[src/rtl/cslq_pkg.sv]
package cslq_pkg;

    // Operation codes of an input beat.
    localparam logic [1:0] OP_JOIN_TAIL = 2'd0;
    localparam logic [1:0] OP_JOIN_POS  = 2'd1;
    localparam logic [1:0] OP_LOOKUP    = 2'd2;
    localparam logic [1:0] OP_LEAVE     = 2'd3;

    // Result kind codes of an output beat.
    localparam logic [1:0] RK_JOIN   = 2'd0;
    localparam logic [1:0] RK_LOOKUP = 2'd1;
    localparam logic [1:0] RK_MOVE   = 2'd2;
    localparam logic [1:0] RK_MISS   = 2'd3;

    typedef struct packed {
        logic [1:0]  operation;
        logic [15:0] member_id;
        logic [3:0]  position;
    } request_t;

    typedef struct packed {
        logic [1:0]  result_kind;
        logic        ok;
        logic [15:0] member;
        logic [3:0]  place;
        logic        is_first;
        logic        last;
    } result_t;

    typedef enum logic [2:0] {
        ST_IDLE,
        ST_DECODE,
        ST_JP_CHECK,
        ST_JP_SCAN,
        ST_SEARCH,
        ST_SHIFT,
        ST_CLEAR
    } state_t;

    typedef enum logic [2:0] {
        RD_NONE,
        RD_CNT,
        RD_CNT_NEXT,
        RD_POS,
        RD_HIT_NEXT
    } rd_src_t;

    typedef enum logic [1:0] {
        WA_NONE,
        WA_TAIL,
        WA_POS,
        WA_PREV
    } wr_addr_t;

    typedef enum logic [1:0] {
        WD_ID,
        WD_RDATA,
        WD_ZERO
    } wr_data_t;

    typedef enum logic [1:0] {
        TAIL_KEEP,
        TAIL_INC,
        TAIL_DEC,
        TAIL_LD_RD
    } tail_op_t;

    typedef enum logic [1:0] {
        CNT_KEEP,
        CNT_CLR,
        CNT_INC,
        CNT_LD_HIT
    } cnt_op_t;

    typedef enum logic [1:0] {
        POSF_KEEP,
        POSF_POS,
        POSF_TAIL
    } posf_op_t;

    typedef enum logic [2:0] {
        EM_NONE,
        EM_REFUSE,
        EM_JOIN_TAIL,
        EM_JOIN_POS,
        EM_LOOK_HIT,
        EM_LOOK_MISS,
        EM_LEAVE_MISS,
        EM_MOVE
    } emit_t;

    typedef struct packed {
        logic     load;
        rd_src_t  rd;
        cnt_op_t  cnt;
        wr_addr_t wa;
        wr_data_t wd;
        tail_op_t tail;
        posf_op_t posf;
        emit_t    emit;
    } cmd_t;

    typedef struct packed {
        logic [1:0] op;
        logic       id_zero;
        logic       pos_bad;
        logic       tail_full;
        logic       tail_zero;
        logic       rd_zero;
        logic       rd_match;
        logic       cnt_zero;
        logic       cnt_full;
        logic       search_end;
        logic       move_last;
    } status_t;

endpackage

[src/rtl/cslq_ram.sv]
module cslq_ram
    #(
        parameter int WIDTH = 16,
        parameter int DEPTH = 16
    )
    (
        input  logic                     clk,
        input  logic                     we,
        input  logic [$clog2(DEPTH)-1:0] waddr,
        input  logic [WIDTH-1:0]         wdata,
        input  logic                     re,
        input  logic [$clog2(DEPTH)-1:0] raddr,
        output logic [WIDTH-1:0]         rdata
    );

    logic [WIDTH-1:0] mem_reg [DEPTH];
    logic [WIDTH-1:0] rdata_reg;

    always_ff @(posedge clk)
    begin
        if (we)
        begin
            mem_reg[waddr] <= wdata;
        end
        if (re)
        begin
            rdata_reg <= mem_reg[raddr];
        end
    end

    assign rdata = rdata_reg;

endmodule

[src/rtl/cslq_ctrl.sv]
module cslq_ctrl
    import cslq_pkg::*;
    (
        input  logic    clk,
        input  logic    rst_n,
        input  logic    start,
        output logic    busy,
        input  status_t st,
        output cmd_t    cmd
    );

    state_t state_reg;
    state_t state_next;

    always_ff @(posedge clk or negedge rst_n)
    begin
        if (!rst_n)
        begin
            state_reg <= ST_IDLE;
        end
        else
        begin
            state_reg <= state_next;
        end
    end

    always_comb
    begin
        state_next = state_reg;
        cmd.load   = 1'b0;
        cmd.rd     = RD_NONE;
        cmd.cnt    = CNT_KEEP;
        cmd.wa     = WA_NONE;
        cmd.wd     = WD_ID;
        cmd.tail   = TAIL_KEEP;
        cmd.posf   = POSF_KEEP;
        cmd.emit   = EM_NONE;
        busy       = (state_reg != ST_IDLE);

        unique case (state_reg)
            ST_IDLE:
            begin
                if (start)
                begin
                    cmd.load   = 1'b1;
                    cmd.cnt    = CNT_CLR;
                    state_next = ST_DECODE;
                end
            end

            ST_DECODE:
            begin
                state_next = ST_IDLE;
                unique case (st.op) inside
                    OP_JOIN_TAIL:
                    begin
                        if (st.id_zero || st.tail_full)
                        begin
                            cmd.emit = EM_REFUSE;
                        end
                        else
                        begin
                            cmd.wa   = WA_TAIL;
                            cmd.wd   = WD_ID;
                            cmd.tail = TAIL_INC;
                            cmd.emit = EM_JOIN_TAIL;
                        end
                    end
                    OP_JOIN_POS:
                    begin
                        if (st.id_zero || st.pos_bad)
                        begin
                            cmd.emit = EM_REFUSE;
                        end
                        else
                        begin
                            cmd.rd     = RD_POS;
                            state_next = ST_JP_CHECK;
                        end
                    end
                    OP_LOOKUP, OP_LEAVE:
                    begin
                        if (st.id_zero || st.tail_zero)
                        begin
                            cmd.emit = (st.op == OP_LOOKUP) ? EM_LOOK_MISS : EM_LEAVE_MISS;
                        end
                        else
                        begin
                            cmd.rd     = RD_CNT;
                            cmd.cnt    = CNT_INC;
                            state_next = ST_SEARCH;
                        end
                    end
                    default:
                    begin
                        state_next = ST_IDLE;
                    end
                endcase
            end

            ST_JP_CHECK:
            begin
                if (!st.rd_zero)
                begin
                    if (st.tail_full)
                    begin
                        cmd.emit   = EM_REFUSE;
                        state_next = ST_IDLE;
                    end
                    else
                    begin
                        cmd.posf   = POSF_TAIL;
                        cmd.wa     = WA_TAIL;
                        cmd.wd     = WD_ID;
                        cmd.tail   = TAIL_INC;
                        state_next = ST_JP_SCAN;
                    end
                end
                else
                begin
                    cmd.posf   = POSF_POS;
                    cmd.wa     = WA_POS;
                    cmd.wd     = WD_ID;
                    state_next = ST_JP_SCAN;
                end
            end

            ST_JP_SCAN:
            begin
                if (!st.cnt_zero && st.rd_zero)
                begin
                    cmd.tail = TAIL_LD_RD;
                end
                if (st.cnt_full)
                begin
                    cmd.emit   = EM_JOIN_POS;
                    state_next = ST_IDLE;
                end
                else
                begin
                    cmd.rd  = RD_CNT;
                    cmd.cnt = CNT_INC;
                end
            end

            ST_SEARCH:
            begin
                if (st.rd_match)
                begin
                    if (st.op == OP_LOOKUP)
                    begin
                        cmd.emit   = EM_LOOK_HIT;
                        state_next = ST_IDLE;
                    end
                    else
                    begin
                        cmd.rd     = RD_HIT_NEXT;
                        cmd.cnt    = CNT_LD_HIT;
                        state_next = ST_SHIFT;
                    end
                end
                else if (st.search_end)
                begin
                    cmd.emit   = (st.op == OP_LOOKUP) ? EM_LOOK_MISS : EM_LEAVE_MISS;
                    state_next = ST_IDLE;
                end
                else
                begin
                    cmd.rd  = RD_CNT;
                    cmd.cnt = CNT_INC;
                end
            end

            ST_SHIFT:
            begin
                cmd.wa   = WA_PREV;
                cmd.wd   = WD_RDATA;
                cmd.emit = EM_MOVE;
                if (st.move_last)
                begin
                    state_next = ST_CLEAR;
                end
                else
                begin
                    cmd.rd  = RD_CNT_NEXT;
                    cmd.cnt = CNT_INC;
                end
            end

            ST_CLEAR:
            begin
                if (!st.tail_full)
                begin
                    cmd.wa = WA_TAIL;
                    cmd.wd = WD_ZERO;
                end
                cmd.tail   = TAIL_DEC;
                state_next = ST_IDLE;
            end

            default:
            begin
                state_next = ST_IDLE;
            end
        endcase
    end

endmodule

[src/rtl/cslq_dp.sv]
module cslq_dp
    import cslq_pkg::*;
    #(
        parameter int SLOTS   = 16,
        parameter int ID_BITS = 16
    )
    (
        input  logic     clk,
        input  logic     rst_n,
        input  request_t request,
        input  cmd_t     cmd,
        output status_t  st,
        output result_t  result,
        output logic     result_valid
    );

    localparam int IW = $clog2(SLOTS);
    localparam int TW = $clog2(SLOTS + 1);

    logic [1:0]         op_reg;
    logic [ID_BITS-1:0] id_reg;
    logic [3:0]         pos_reg;
    logic [TW-1:0]      cnt_reg;
    logic [TW-1:0]      tail_reg;
    logic [IW-1:0]      posf_reg;
    logic [TW-1:0]      rd_idx_reg;
    logic               rd_vld_reg;
    logic [SLOTS-1:0]   vld_reg;
    result_t            res_reg;
    logic               strobe_reg;

    logic [TW-1:0]      rd_addr;
    logic               rd_en;
    logic               rd_in_range;
    logic [ID_BITS-1:0] ram_q;
    logic [ID_BITS-1:0] rdata;
    logic [TW-1:0]      prev_idx;
    logic [TW-1:0]      cnt_plus;
    logic [TW-1:0]      hit_plus;
    logic               we;
    logic [IW-1:0]      waddr;
    logic [ID_BITS-1:0] wdata;
    result_t            res_next;

    assign cnt_plus = cnt_reg + TW'(1);
    assign hit_plus = rd_idx_reg + TW'(1);
    assign prev_idx = rd_idx_reg - TW'(1);

    // Read address selection; reads beyond the last slot come back as empty.
    always_comb
    begin
        case (cmd.rd)
            RD_CNT:      rd_addr = cnt_reg;
            RD_CNT_NEXT: rd_addr = cnt_plus;
            RD_POS:      rd_addr = TW'(pos_reg);
            RD_HIT_NEXT: rd_addr = hit_plus;
            default:     rd_addr = cnt_reg;
        endcase
    end

    assign rd_en       = (cmd.rd != RD_NONE);
    assign rd_in_range = (rd_addr < TW'(SLOTS));
    assign rdata       = rd_vld_reg ? ram_q : '0;

    always_comb
    begin
        case (cmd.wa)
            WA_TAIL: waddr = IW'(tail_reg);
            WA_POS:  waddr = IW'(pos_reg);
            WA_PREV: waddr = IW'(prev_idx);
            default: waddr = IW'(tail_reg);
        endcase
        case (cmd.wd)
            WD_ID:    wdata = id_reg;
            WD_RDATA: wdata = rdata;
            default:  wdata = '0;
        endcase
    end

    assign we = (cmd.wa != WA_NONE);

    cslq_ram
        #(
            .WIDTH (ID_BITS),
            .DEPTH (SLOTS)
        )
        u_ram
        (
            .clk   (clk),
            .we    (we),
            .waddr (waddr),
            .wdata (wdata),
            .re    (rd_en),
            .raddr (IW'(rd_addr)),
            .rdata (ram_q)
        );

    // Captured request and index registers.
    always_ff @(posedge clk)
    begin
        if (cmd.load)
        begin
            op_reg  <= request.operation;
            id_reg  <= ID_BITS'(request.member_id);
            pos_reg <= request.position;
        end
        case (cmd.posf)
            POSF_POS:  posf_reg <= IW'(pos_reg);
            POSF_TAIL: posf_reg <= IW'(tail_reg);
            default:   posf_reg <= posf_reg;
        endcase
        if (rd_en)
        begin
            rd_idx_reg <= rd_addr;
        end
        res_reg <= res_next;
    end

    always_ff @(posedge clk or negedge rst_n)
    begin
        if (!rst_n)
        begin
            cnt_reg    <= '0;
            tail_reg   <= '0;
            vld_reg    <= '0;
            rd_vld_reg <= 1'b0;
            strobe_reg <= 1'b0;
        end
        else
        begin
            case (cmd.cnt)
                CNT_CLR:    cnt_reg <= '0;
                CNT_INC:    cnt_reg <= cnt_plus;
                CNT_LD_HIT: cnt_reg <= hit_plus;
                default:    cnt_reg <= cnt_reg;
            endcase
            case (cmd.tail)
                TAIL_INC:   tail_reg <= tail_reg + TW'(1);
                TAIL_DEC:   tail_reg <= tail_reg - TW'(1);
                TAIL_LD_RD: tail_reg <= rd_idx_reg;
                default:    tail_reg <= tail_reg;
            endcase
            if (we)
            begin
                vld_reg[waddr] <= 1'b1;
            end
            if (rd_en)
            begin
                rd_vld_reg <= rd_in_range && vld_reg[IW'(rd_addr)];
            end
            strobe_reg <= (cmd.emit != EM_NONE);
        end
    end

    // Result formatting.
    always_comb
    begin
        res_next.result_kind = RK_JOIN;
        res_next.ok          = 1'b0;
        res_next.member      = 16'(id_reg);
        res_next.place       = 4'd0;
        res_next.is_first    = 1'b0;
        res_next.last        = 1'b1;
        case (cmd.emit)
            EM_JOIN_TAIL:
            begin
                res_next.ok       = 1'b1;
                res_next.place    = 4'(tail_reg);
                res_next.is_first = (tail_reg == '0);
            end
            EM_JOIN_POS:
            begin
                res_next.ok       = 1'b1;
                res_next.place    = 4'(posf_reg);
                res_next.is_first = (posf_reg == '0);
            end
            EM_LOOK_HIT:
            begin
                res_next.result_kind = RK_LOOKUP;
                res_next.ok          = 1'b1;
                res_next.place       = 4'(rd_idx_reg);
                res_next.is_first    = (rd_idx_reg == '0);
            end
            EM_LOOK_MISS:
            begin
                res_next.result_kind = RK_LOOKUP;
            end
            EM_LEAVE_MISS:
            begin
                res_next.result_kind = RK_MISS;
            end
            EM_MOVE:
            begin
                res_next.result_kind = RK_MOVE;
                res_next.ok          = 1'b1;
                res_next.member      = 16'(rdata);
                res_next.place       = 4'(prev_idx);
                res_next.is_first    = (prev_idx == '0);
                res_next.last        = st.move_last;
            end
            default:
            begin
                res_next.result_kind = RK_JOIN;
            end
        endcase
    end

    assign st.op         = op_reg;
    assign st.id_zero    = (id_reg == '0);
    assign st.pos_bad    = (32'(pos_reg) >= 32'(SLOTS));
    assign st.tail_full  = (tail_reg >= TW'(SLOTS));
    assign st.tail_zero  = (tail_reg == '0);
    assign st.rd_zero    = (rdata == '0);
    assign st.rd_match   = (rdata == id_reg);
    assign st.cnt_zero   = (cnt_reg == '0);
    assign st.cnt_full   = (cnt_reg >= TW'(SLOTS));
    assign st.search_end = (cnt_reg >= tail_reg);
    assign st.move_last  = (rd_idx_reg >= tail_reg) || (rd_idx_reg >= TW'(SLOTS));

    assign result       = res_reg;
    assign result_valid = strobe_reg;

endmodule

[src/rtl/compacting_slot_queue_top.sv]
// Ordered table of member IDs with a tail index, driven by a command channel.
// A request beat (operation, member_id, position) is taken at a rising edge
// where start is high and busy is low; busy stays high until the last result
// of that beat has been formed. Every result beat is shown on result for one
// cycle with result_valid high; the receiver has no means to stall it.
// A join at the tail is decided in the decode state and its result beat is
// registered; a new request is taken only once busy is low again. A join at a
// position reads its slot and then scans the whole table for the highest
// free slot. A lookup scans the occupied slots one per cycle. A leave
// searches up to the member at slot k, gives one move beat per cycle for
// the tail - k later slots, then clears the old tail slot. The scans are
// paced by the single read port of the slot RAM, which delivers one entry
// per cycle.
// Reset clears the tail index and the per-slot valid bits at once, so every
// slot reads as empty straight after reset; no clearing pass is needed.
module compacting_slot_queue_top
    import cslq_pkg::*;
    #(
        parameter int SLOTS   = 16,
        parameter int ID_BITS = 16
    )
    (
        input  logic     clk,
        input  logic     rst_n,
        input  logic     start,
        output logic     busy,
        input  request_t request,
        output result_t  result,
        output logic     result_valid
    );

    // Commands from the sequencer and the flags it branches on.
    cmd_t    cmd;
    status_t st;

    // The sequencer decides per cycle which slot to read, what to write
    // and which result beat to form; it holds no data of its own.
    cslq_ctrl u_ctrl
        (
            .clk   (clk),
            .rst_n (rst_n),
            .start (start),
            .busy  (busy),
            .st    (st),
            .cmd   (cmd)
        );

    // The datapath keeps the slot RAM, its valid bits, the tail index, the
    // scan counter and the registered result beat.
    cslq_dp
        #(
            .SLOTS   (SLOTS),
            .ID_BITS (ID_BITS)
        )
        u_dp
        (
            .clk          (clk),
            .rst_n        (rst_n),
            .request      (request),
            .cmd          (cmd),
            .st           (st),
            .result       (result),
            .result_valid (result_valid)
        );

endmodule
[config.mk]
export PLATFORM = sky130hd
export DESIGN_NAME = compacting_slot_queue_top
export DESIGN_NICKNAME = d
export VERILOG_FILES = /design/src/rtl/cslq_pkg.sv /design/src/rtl/cslq_ram.sv /design/src/rtl/cslq_ctrl.sv /design/src/rtl/cslq_dp.sv /design/src/rtl/compacting_slot_queue_top.sv
export SDC_FILE = /design/constraint.sdc
export NUM_CORES = 1
export LEC_CHECK = 0
export ABC_AREA = 1
export ABC_CLOCK_PERIOD_IN_PS = 6000
export BUFFER_PORTS_ARGS = -buffer_cell sky130_fd_sc_hd__clkbuf_2
export CAP_MARGIN = 10
export CORE_MARGIN = 2
export CORE_UTILIZATION = 60
export DETAILED_ROUTE_END_ITERATION = 8
export MAX_ROUTING_LAYER = met4
export PLACE_DENSITY = 0.77
export RECOVER_POWER = 100
export SKIP_CTS_REPAIR_TIMING = 1
export SYNTH_ARGS = -nofsm -noshare
export SYNTH_HDL_FRONTEND = slang
export SYNTH_SLANG_ARGS = --single-unit
[constraint.sdc]
create_clock -name clk -period 6 [get_ports clk]
set_input_delay 0.3 -clock clk [delete_from_list [all_inputs] [get_ports clk]]
set_output_delay 0.3 -clock clk [all_outputs]
set_load 0.05 [all_outputs]
==> results.md, run 1 <==
- Power Total: around 8.4 mW
- Type of element launching the critical path: flip-flop
- Layout Cells excl Fill: 1914
- PwrDens: roughly 470 mW/mm²
- Syn-to-layout area delta: 11.1%
- Ys Warns: 0
- Initial core utilization: 60.6%
- Library cells used by synthesis: 44
- Static Leak: a little under 7 nW
- Post-Place Setup Slack: 1650 ps
- Syn Area/Cell: roughly 11 µm²
- Fin crit period: 4920 ps
- Yosys top cell by area: edfxtp_1
- Max Cap Violations: 9
- H-tree levels: 2
- Synthesized Nets: roughly 1500
- Maximum vdd drop: roughly 0.00026 V
- Nets: around 1600
- Initial antenna violation count: 0
- DPL Wire Length: 23500 µm
- Synthesized netlist cell count: approximately 1500
- Vias/cell: about 6.0
- Clk sinks: ~360
- Reg2Reg Capture Point: u_dp.u_ram.mem_reg[3][3]
- IO buf count: a little over 50
- Failing checks: max-capacitance violations, max-slew violations
- Largest register FFs: approximately 260
- GRT Overall Usage: 29.6%
- Routability congestion estimate from global placement: roughly 0.95
- Clk_lat worst skew: around 530 ps
- Number of global-route vias before repair: approximately 11000
- Worst R2R Start: u_dp.rd_vld_reg
- Via Count: roughly 11000
- Initial drt markers: 1351
- Clk slew on worst S/H paths: approximately 60 ps
- Yosys top cell area share: between 50 and 60%
- Clk root buf: clkbuf_16
- Kind of critical path: flip-flop to flip-flop
- Setup violators final: 0
- Slew HR: -27.4%
- Setup crit end kind: flip-flop
- Cell Area, Synth: ~0.016 mm²
- WL/cell: 21.0 µm
- CP Cell Sequence: nand2_1, nand4_1, nor2_1, nand2_1, nand3_1, inv_1, nor2_1, nand3_1, nor2_1, inv_1, nor2_1, nor3_1, clkinv_1, nor2_1, clkinv_1, nor2_1
- RSZ-0062 raised after global routing: no
- Status: finished, violations left
- Die area: 0.0282 mm²
- TritonCTS clock tree: yes
- Post-route cell area: roughly 0.018 mm²
- Num CTS Buffers: 37
- Hold Fails Final Rpt: 0
- Top-Level Pins: 52
- Most frequent cells in the layout: 303 x edfxtp_1, 266 x nand2_1, 171 x inv_1
- Tcrit/Tclk final: about four fifths
- Row count: 60
- Routed WL: 40100 µm
- Final Max Slew Viols: approximately 160
- Crit path max-delay cell type: nor2_1
- Max Root-Sink Buffers: 3
- DP Area: approximately 0.017 mm²
- Slowest stage delay, CP: between 1000 and 1500 ps
- GRT overflow: 0
- Worst-margin pin slew: ~1900 ps
- Max Freq: 0.203 GHz
- CP Capture Point: u_dp.u_ram.mem_reg[3][3]
- Clk_skew: between 20 and 25 ps
- Max Fanout on Critical Path: 33
- Largest net degree at the start of global routing: 74
- Cells on worst reg2reg path: 16
- Yosys reg bits: 359
- Diode count: 0
- Setup tns final: 0 ps
- Sequential cell area fraction in the yosys report: between 60% and 70%
- # DRC: 0
- DR pass1 iterations: 5
- Required time of the critical path: roughly 6100 ps
- Top cells by area, synth: edfxtp_1 56%, nand2_1 6.1%, o211ai_1 5.9%
- Cell mode on critical path: nor2_1
- Cell Count Post-Placement: around 1800
- Hold WC Path Type: input pin to flip-flop
- FILL cells: just under 2000
- Global-route wire length before repair: slightly above 60000 µm
- Crit path DAT: 5020 ps
- Flop2flop setup slack: about 1100 ps
- Setup WS post-layout: about 1100 ps
- Fraction of layout cells with a size suffix above 1: 8.14%
- Die width: between 150 and 200 µm
- Core Box Area: 0.0267 mm²
- Crit. Startpoint: u_dp.rd_vld_reg
- Most common cell after layout, fill and taps aside: edfxtp_1
- Die Span Y: approximately 170 µm
- Remaining antenna violation count: 0
-- per-layer routing --
layer	vias to the layer above	track usage, %	part of all wire, %
met5	-	-	0
met4	0	11.1	3.2
met3	101	3.86	8.8
met2	556	46.8	48
met1	5482	39.7	40
li1	5345	-	-
-- logic make-up (layout without fill, tap and decap cells) --
family                     Yosys count  in the layout  synth area share, %
xor gates and xnor gates            11             11                0.597
adders and majority gates           24             24                 1.91
DFF                                359            359                 64.3
AOI/OAI and AO/OA                  312            312                 12.5
and+or+nand+nor                    521            521                 14.3
buffers and inverters              243            346                 6.41
-- worst max-delay path, delay by kind of cell (launching register included) --
kind | cells | cell delay (ps)
buffers and inverters | 4 | 500
AND/OR/NAND/NOR | 12 | 2920
flip-flops | 1 | 1050
-- per-stage QoR --
step | utilization [%] | hold WS, ps
after floorplan | - | 4.41
after global placement | 62.8 | 444
after detailed placement | 62.8 | 453
after CTS | 67.0 | -80.7
after global routing | 67.3 | 241
final | 67.3 | 248
-- cells in the mapped netlist (all sizes together) --
| cell | n |
|---|---|
| nand3b | 2 |
| o21bai | 2 |
| o311ai | 1 |
| xnor2 | 1 |
| inv | 175 |
| xor2 | 10 |
| edfxtp | 303 |
| nor3 | 6 |
| nor3b | 1 |
| nand2 | 275 |
| a31oi | 1 |
| clkbuf | 16 |
| nor4 | 2 |
| fa | 1 |
| nand3 | 117 |
| ha | 23 |
| dfrtp | 31 |
| o22ai | 16 |
| buf | 51 |
| nor2 | 93 |
| a32oi | 1 |
| or2 | 16 |
| a21oi | 64 |
| nand4 | 9 |
| o221ai | 6 |
| o211ai | 136 |
| o21ai | 85 |
| clkinv | 1 |
| dfxtp | 25 |
-- final cells by class --
cell class                      count  area, µm²  share of cell area, %
Tap cell                          341        427                   2.38
Clock inverter                     16        111                  0.621
Inverter                          176        661                   3.68
Clock buffer                       48        998                   5.57
Sequential cell                   359      10400                   57.9
Multi-Input combinational cell    868       4750                   26.5
Timing Repair Buffer              106        608                   3.39
-- where the power goes --
| part | internal, mW | switching (mW) |
|---|---|---|
| combinational | 0.805 | 2.06 |
| clock | 1.21 | 0.888 |
| sequential | 3.17 | 0.264 |
-- worst min-delay path by stage --
stage | endpoint | cells past startpoint | start | slack, ps
final | u_dp.pos_reg[1] | 3 | start | 250
after global routing | u_dp.pos_reg[1] | 3 | start | 240
after CTS | u_dp.vld_reg[14] | 1 | rst_n | -80
after detailed placement | u_dp.vld_reg[7] | 1 | u_dp.vld_reg[7] | 450
after global placement | u_dp.tail_reg[1] | 1 | rst_n | 440
after floorplan | u_ctrl.state_reg[0] | 0 | rst_n | 4
Note: power is estimated with default switching activity, not from simulation.
==> inputs of run 2 (changes only) <==
--- a/config.mk
+++ b/config.mk
@@ -6,14 +6,14 @@
 export NUM_CORES = 1
 export LEC_CHECK = 0
 export ABC_AREA = 1
-export ABC_CLOCK_PERIOD_IN_PS = 6000
+export ABC_CLOCK_PERIOD_IN_PS = 4230
 export BUFFER_PORTS_ARGS = -buffer_cell sky130_fd_sc_hd__clkbuf_2
 export CAP_MARGIN = 10
 export CORE_MARGIN = 2
-export CORE_UTILIZATION = 60
+export CORE_UTILIZATION = 56
 export DETAILED_ROUTE_END_ITERATION = 8
 export MAX_ROUTING_LAYER = met4
-export PLACE_DENSITY = 0.77
+export PLACE_DENSITY = 0.76
 export RECOVER_POWER = 100
 export SKIP_CTS_REPAIR_TIMING = 1
 export SYNTH_ARGS = -nofsm -noshare
==> constraint.sdc (replaced) <==
create_clock -name clk -period 4.23 [get_ports clk]
set_input_delay 0.2115 -clock clk [delete_from_list [all_inputs] [get_ports clk]]
set_output_delay 0.2115 -clock clk [all_outputs]
set_load 0.05 [all_outputs]
==> results.md, run 2 (synthesized netlist as in run 1, its figures left out) <==
- Row count: 62 (+3.3%)
- Setup crit end kind: flip-flop
- Clk_skew: 17.2 ps (-7.01 ps)
- Setup violators final: 0 (unchanged)
- Vias/cell: 5.84 (-2.6%)
- H-tree levels: 2 (unchanged)
- Final Max Slew Viols: 45 (-72%)
- Syn-to-layout area delta: 13.1%
- Status: finished, violations left
- Largest net degree at the start of global routing: 69 (-6.8%)
- Initial core utilization: 56.6% (-4.0 points)
- Kind of critical path: flip-flop to flip-flop
- Type of element launching the critical path: flip-flop
- Setup tns final: 0 ps (unchanged)
- Die area: 0.0302 mm² (+7.0%)
- Most common cell after layout, fill and taps aside: edfxtp_1
- Slew HR: -26.8% (+0.63 points)
- Clk root buf: clkbuf_16
- Global-route wire length before repair: 62500 µm (+1.4%)
- TritonCTS clock tree: yes
- Worst-margin pin slew: 1900 ps (-9.41 ps)
- Hold Fails Final Rpt: 0 (unchanged)
- Clk sinks: 359 (unchanged)
- Routed WL: 41200 µm (+2.8%)
- Static Leak: 7.02 nW (+2.7%)
- Fin crit period: 3980 ps (-938 ps)
- RSZ-0062 raised after global routing: no
- Post-route cell area: 0.0183 mm² (+1.8%)
- Tcrit/Tclk final: 94.1% (+12 points)
- Failing checks: max-capacitance violations, max-slew violations
- Nets: 1617 (+1.3%)
- DP Area: 0.0170 mm² (+1.6%)
- Maximum vdd drop: 0.000382 V (+46%)
- Die width: 174 µm (+3.4%)
- Clk slew on worst S/H paths: 60 ps (about the same)
- Max Fanout on Critical Path: 32 (-3.0%)
- WL/cell: 20.9 µm (-0.47%)
- Max Root-Sink Buffers: 3 (unchanged)
- Clk_lat worst skew: 540 ps (about the same)
- Via Count: 11500 (+0.56%)
- Most frequent cells in the layout: 303 x edfxtp_1, 265 x nand2_1, 171 x inv_1
- DPL Wire Length: 25200 µm (+7.4%)
- Initial drt markers: 1255 (-7.1%)
- Routability congestion estimate from global placement: 0.944 (-1.1%)
- # DRC: 0 (unchanged)
- FILL cells: 2193 (+12%)
- Diode count: 0 (unchanged)
- Die Span Y: 174 µm (+3.4%)
- Max Cap Violations: 2 (-7)
- Fraction of layout cells with a size suffix above 1: 9.92% (+1.8 points)
- DR pass1 iterations: 7 (+2)
- Post-layout util: 64.0% (-3.3 points)
- Num CTS Buffers: 37 (unchanged)
- Remaining antenna violation count: 0 (unchanged)
- GRT overflow: 0 (unchanged)
- Setup WS post-layout: 248 ps (-832 ps)
- Initial antenna violation count: 0 (unchanged)
- Number of global-route vias before repair: 11000 (-0.24%)
- PwrDens: 676 mW/mm² (+44%)
- Crit path DAT: 4190 ps (-830 ps)
- Top-Level Pins: 52 (unchanged)
- IO buf count: 51 (unchanged)
- Hold WC Path Type: input pin to flip-flop
- Post-Place Setup Slack: 514 ps (-1140 ps)
- Largest register FFs: 256 (unchanged)
- Max Freq: 0.251 GHz (+24%)
- Required time of the critical path: 4430 ps (-1670 ps)
- GRT Overall Usage: 28.1% (-1.5 points)
- Core Box Area: 0.0285 mm² (+7.1%)
run 2: layout make-up:
| type | instances | area [µm²] | area share, % |
|---|---|---|---|
| Clock inverter | 14 | 188 | 1.03 |
| Timing Repair Buffer | 126 | 821 | 4.50 |
| Tap cell | 384 | 480 | 2.63 |
| Clock buffer | 50 | 996 | 5.45 |
| Sequential cell | 359 | 10400 | 56.8 |
| Multi-Input combinational cell | 868 | 4740 | 26.0 |
| Inverter | 176 | 661 | 3.62 |
run 2: routing by layer:
layer | GRT usage (%) | routed length [µm] | up-vias
met3 | 4.71 | 3520 | 109
li1 | - | - | 5379
met1 | 37.9 | 17100 | 5488
met5 | - | 0 | -
met2 | 42.8 | 19200 | 572
met4 | 11.1 | 1410 | 0
run 2: critical path, cell delays in order (launching register included):
cell and delay, ps:
dfrtp_1 370, buf_4 340, nand2_1 190, nand2_1 100, nand2_1 50, nor2_1 80
nand2_1 70, nor2_1 200, nand4_1 360, a21oi_1 1360, clkbuf_2 500
run 2: final timing paths:
path | from | endpoint | slack (ps) | depth (start not counted)
min reg2reg | u_dp.vld_reg[13] | u_dp.vld_reg[13] | 470 | 1
max | u_dp.rd_vld_reg | u_dp.rd_idx_reg[2] | 250 | 10
min in group asynchronous | rst_n | u_dp.tail_reg[3] | 740 | 2
min | start | u_ctrl.state_reg[2] | 200 | 3
max in group asynchronous | rst_n | u_ctrl.state_reg[0] | 2380 | 2
max reg2reg | u_dp.rd_vld_reg | u_dp.rd_idx_reg[2] | 250 | 10
run 2: report_power, final:
group | switching, mW | internal, mW | leakage (nW)
logic | 3.06 | 1.25 | 3.09
registers | 0.296 | 4.50 | 3.36
clock network | 1.32 | 1.90 | 0.571
total | 4.68 | 7.65 | 7.02
run 2: metrics by stage:
stage          instances  power [mW]  hold WS [ps]
2_1_floorplan       1470        7.82         -84.1
3_3_place_gp        1889        9.07           367
3_5_place_dp        1889        9.15           366
4_1_cts             1953        12.4          -194
5_1_grt             1977        12.9           245
6_report            1977        12.3           205
==> inputs of run 3 (changes only) <==
--- a/config.mk
+++ b/config.mk
@@ -6,7 +6,7 @@
 export NUM_CORES = 1
 export LEC_CHECK = 0
 export ABC_AREA = 1
-export ABC_CLOCK_PERIOD_IN_PS = 4230
+export ABC_CLOCK_PERIOD_IN_PS = 3600
 export BUFFER_PORTS_ARGS = -buffer_cell sky130_fd_sc_hd__clkbuf_2
 export CAP_MARGIN = 10
 export CORE_MARGIN = 2
@@ -19,3 +19,4 @@
 export SYNTH_ARGS = -nofsm -noshare
 export SYNTH_HDL_FRONTEND = slang
 export SYNTH_SLANG_ARGS = --single-unit
+export TNS_END_PERCENT = 1
==> constraint.sdc (replaced) <==
create_clock -name clk -period 3.6 [get_ports clk]
set_input_delay 0.18 -clock clk [delete_from_list [all_inputs] [get_ports clk]]
set_output_delay 0.18 -clock clk [all_outputs]
set_load 0.05 [all_outputs]
==> results.md, run 3 (synthesized netlist as in run 1, its figures left out) <==
- Worst-margin pin slew: 2040 ps (+138 ps)
- Max Cap Violations: 1 (-1)
- Number of global-route vias before repair: 11000 (+0.18%)
- Core Box Area: 0.0285 mm² (unchanged)
- Num CTS Buffers: 38 (+2.7%)
- Post-route cell area: 0.0186 mm² (+1.9%)
- Worst R2R Start: u_dp.rd_vld_reg
- Top-Level Pins: 52 (unchanged)
- Setup violators final: 0 (unchanged)
- Tcrit/Tclk final: 94.3% (+0.14 points)
- Kind of critical path: flip-flop to flip-flop
- Slew HR: -35.9% (-9.2 points)
- Initial drt markers: 1426 (+14%)
- Power Total: 14.6 mW (+18%)
- Max Fanout on Critical Path: 32 (unchanged)
- CP top delay family: simple AND/OR/NAND/NOR gates
- Static Leak: 7.18 nW (+2.3%)
- Type of element launching the critical path: flip-flop
- DP Area: 0.0174 mm² (+2.4%)
- Clk_skew: 21.5 ps (+4.39 ps)
- Most common cell after layout, fill and taps aside: edfxtp_1
- Failing checks: max-capacitance violations, max-slew violations
- GRT overflow: 0 (unchanged)
- TritonCTS clock tree: yes
- Clk_lat worst skew: 540 ps (about the same)
- Initial core utilization: 56.6% (unchanged)
- Fin crit period: 3390 ps (-588 ps)
- Syn-to-layout area delta: 15.2%
- FILL cells: 2146 (-2.1%)
- Flop2flop setup slack: 210 ps (-40 ps)
- WL/cell: 21.0 µm (+0.84%)
- Layout Cells excl Fill: 2011 (+1.7%)
- Hold WC Path Type: input pin to flip-flop
- Fraction of layout cells with a size suffix above 1: 11.6% (+1.6 points)
- Most frequent cells in the layout: 303 x edfxtp_1, 264 x nand2_1, 171 x inv_1
- # DRC: 0 (unchanged)
- Die area: 0.0302 mm² (unchanged)
- Routability congestion estimate from global placement: 0.942 (-0.25%)
- Max Freq: 0.295 GHz (+17%)
- Nets: 1649 (+2.0%)
- Largest net degree at the start of global routing: 74 (+7.2%)
- Vias/cell: 5.86 (+0.28%)
- Cell mode on critical path: nand2_1
- Die Span Y: 174 µm (unchanged)
- Via Count: 11800 (+2.0%)
- Cell Count Post-Placement: 1919 (+1.6%)
- Row count: 62 (unchanged)
- Crit path max-delay cell type: dfrtp_1
- WP depth: 15 (+5)
- Required time of the critical path: 3780 ps (-650 ps)
- Clk slew on worst S/H paths: 60 ps (about the same)
- Global-route wire length before repair: 62800 µm (+0.60%)
- Max Root-Sink Buffers: 3 (unchanged)
- DR pass1 iterations: 5 (-2)
- H-tree levels: 2 (unchanged)
- Post-Place Setup Slack: 140 ps (-374 ps)
- Buf/Inv on CP: 4 (+2)
- Final Max Slew Viols: 32 (-29%)
- Remaining antenna violation count: 0 (unchanged)
- Register area: 0.0104 mm² (unchanged)
- Slowest stage delay, CP: 400 ps (-960 ps)
- Diode count: 0 (unchanged)
- CP Cell Sequence: buf_8, nand2_1, nand4_1, nor2_1, nand2_1, nor2_1, inv_1, o21ai_2, nand2_1, o221ai_1, nand2_1, nor2_1, nand2_1, inv_1, clkbuf_2
- Reg2Reg Capture Point: u_dp.u_ram.mem_reg[14][8]
- Hold Crit Start: start
- Crit path DAT: 3570 ps (-620 ps)
- Setup WS post-layout: 206 ps (-42.1 ps)
- DPL Wire Length: 26900 µm (+6.7%)
- Largest register FFs: 256 (unchanged)
- Hold Path Depth: 3 (unchanged)
- IO buf count: 51 (unchanged)
- Clk sinks: 359 (unchanged)
- Maximum vdd drop: 0.000432 V (+13%)
- Die width: 174 µm (unchanged)
- PwrDens: 785 mW/mm² (+16%)
- Hold Fails Final Rpt: 0 (unchanged)
- Setup crit end kind: flip-flop
- GRT Overall Usage: 28.2% (+0.20 points)
- Status: finished, violations left
- Clk root buf: clkbuf_16
- Initial antenna violation count: 0 (unchanged)
- Cells on worst reg2reg path: 15 (+5)
- Routed WL: 42300 µm (+2.6%)
- Multi-input logic area: 0.00476 mm² (+0.50%)
- Hold EP: u_ctrl.state_reg[2]
==> run 3: cell types whose count changed in the layout (fill, tap and decap cells not counted), moves of 3 or more <==
cell       change
buf_4          +7
bufinv_16      -4
buf_12         +9
clkbuf_2       -3
clkbuf_1       +9
buf_6          +3
==> run 3: metrics by stage <==
step	TNS (ps)	hold WS, ps	util (%)
5_1_grt	-8.48	241	65.2
3_5_place_dp	0	353	61.0
3_3_place_gp	0	348	61.0
4_1_cts	0	-200	65.0
2_1_floorplan	0	-116	-
6_report	0	205	65.2
==> run 3: power breakdown <==
group          internal (mW)  switching (mW)
Sequential              5.28           0.344
Clock                   2.01            1.56
Combinational           1.66            3.74
Total                   8.95            5.65
==> run 3: metal layers <==
| metal | vias to the layer above | wire length, µm | track usage (%) |
|---|---|---|---|
| met2 | 654 | 19600 | 42.3 |
| met3 | 136 | 3960 | 5.64 |
| met5 | - | 0 | - |
| li1 | 5450 | - | - |
| met4 | 0 | 1920 | 13.8 |
| met1 | 5539 | 16800 | 37.2 |
==> run 3: worst register-to-register path: stages (launching register included) <==
cell and delay [ps]:
dfrtp_1 400, buf_8 180, nand2_1 160, nand4_1 110
nor2_1 120, nand2_1 140, nor2_1 110, inv_1 70
o21ai_2 300, nand2_1 150, o221ai_1 400, nand2_1 100
nor2_1 240, nand2_1 100, inv_1 80, clkbuf_2 360
==> run 3: how the worst max path moves through the flow <==
stage / startpoint / end / slack [ps]
final: u_dp.rd_vld_reg / u_dp.u_ram.mem_reg[14][8] / 210
after global routing: u_dp.rd_vld_reg / u_dp.u_ram.mem_reg[8][1] / -2
after CTS: u_dp.rd_vld_reg / u_dp.tail_reg[4] / 120
after detailed placement: u_dp.rd_vld_reg / u_dp.u_ram.rdata[6] / 140
after global placement: u_dp.rd_vld_reg / u_dp.tail_reg[4] / 240
after floorplan: u_dp.rd_vld_reg / u_dp.u_ram.mem_reg[0][0] / 440
==> run 3: cell type report <==
cell class | instances | share of cell area (%)
clock buffer | 53 | 5.52
clock inverter | 14 | 0.538
sequential | 359 | 55.8
inverter | 176 | 3.55
multi-input combinational | 868 | 25.6
tap | 384 | 2.58
timing repair buffer | 157 | 6.44
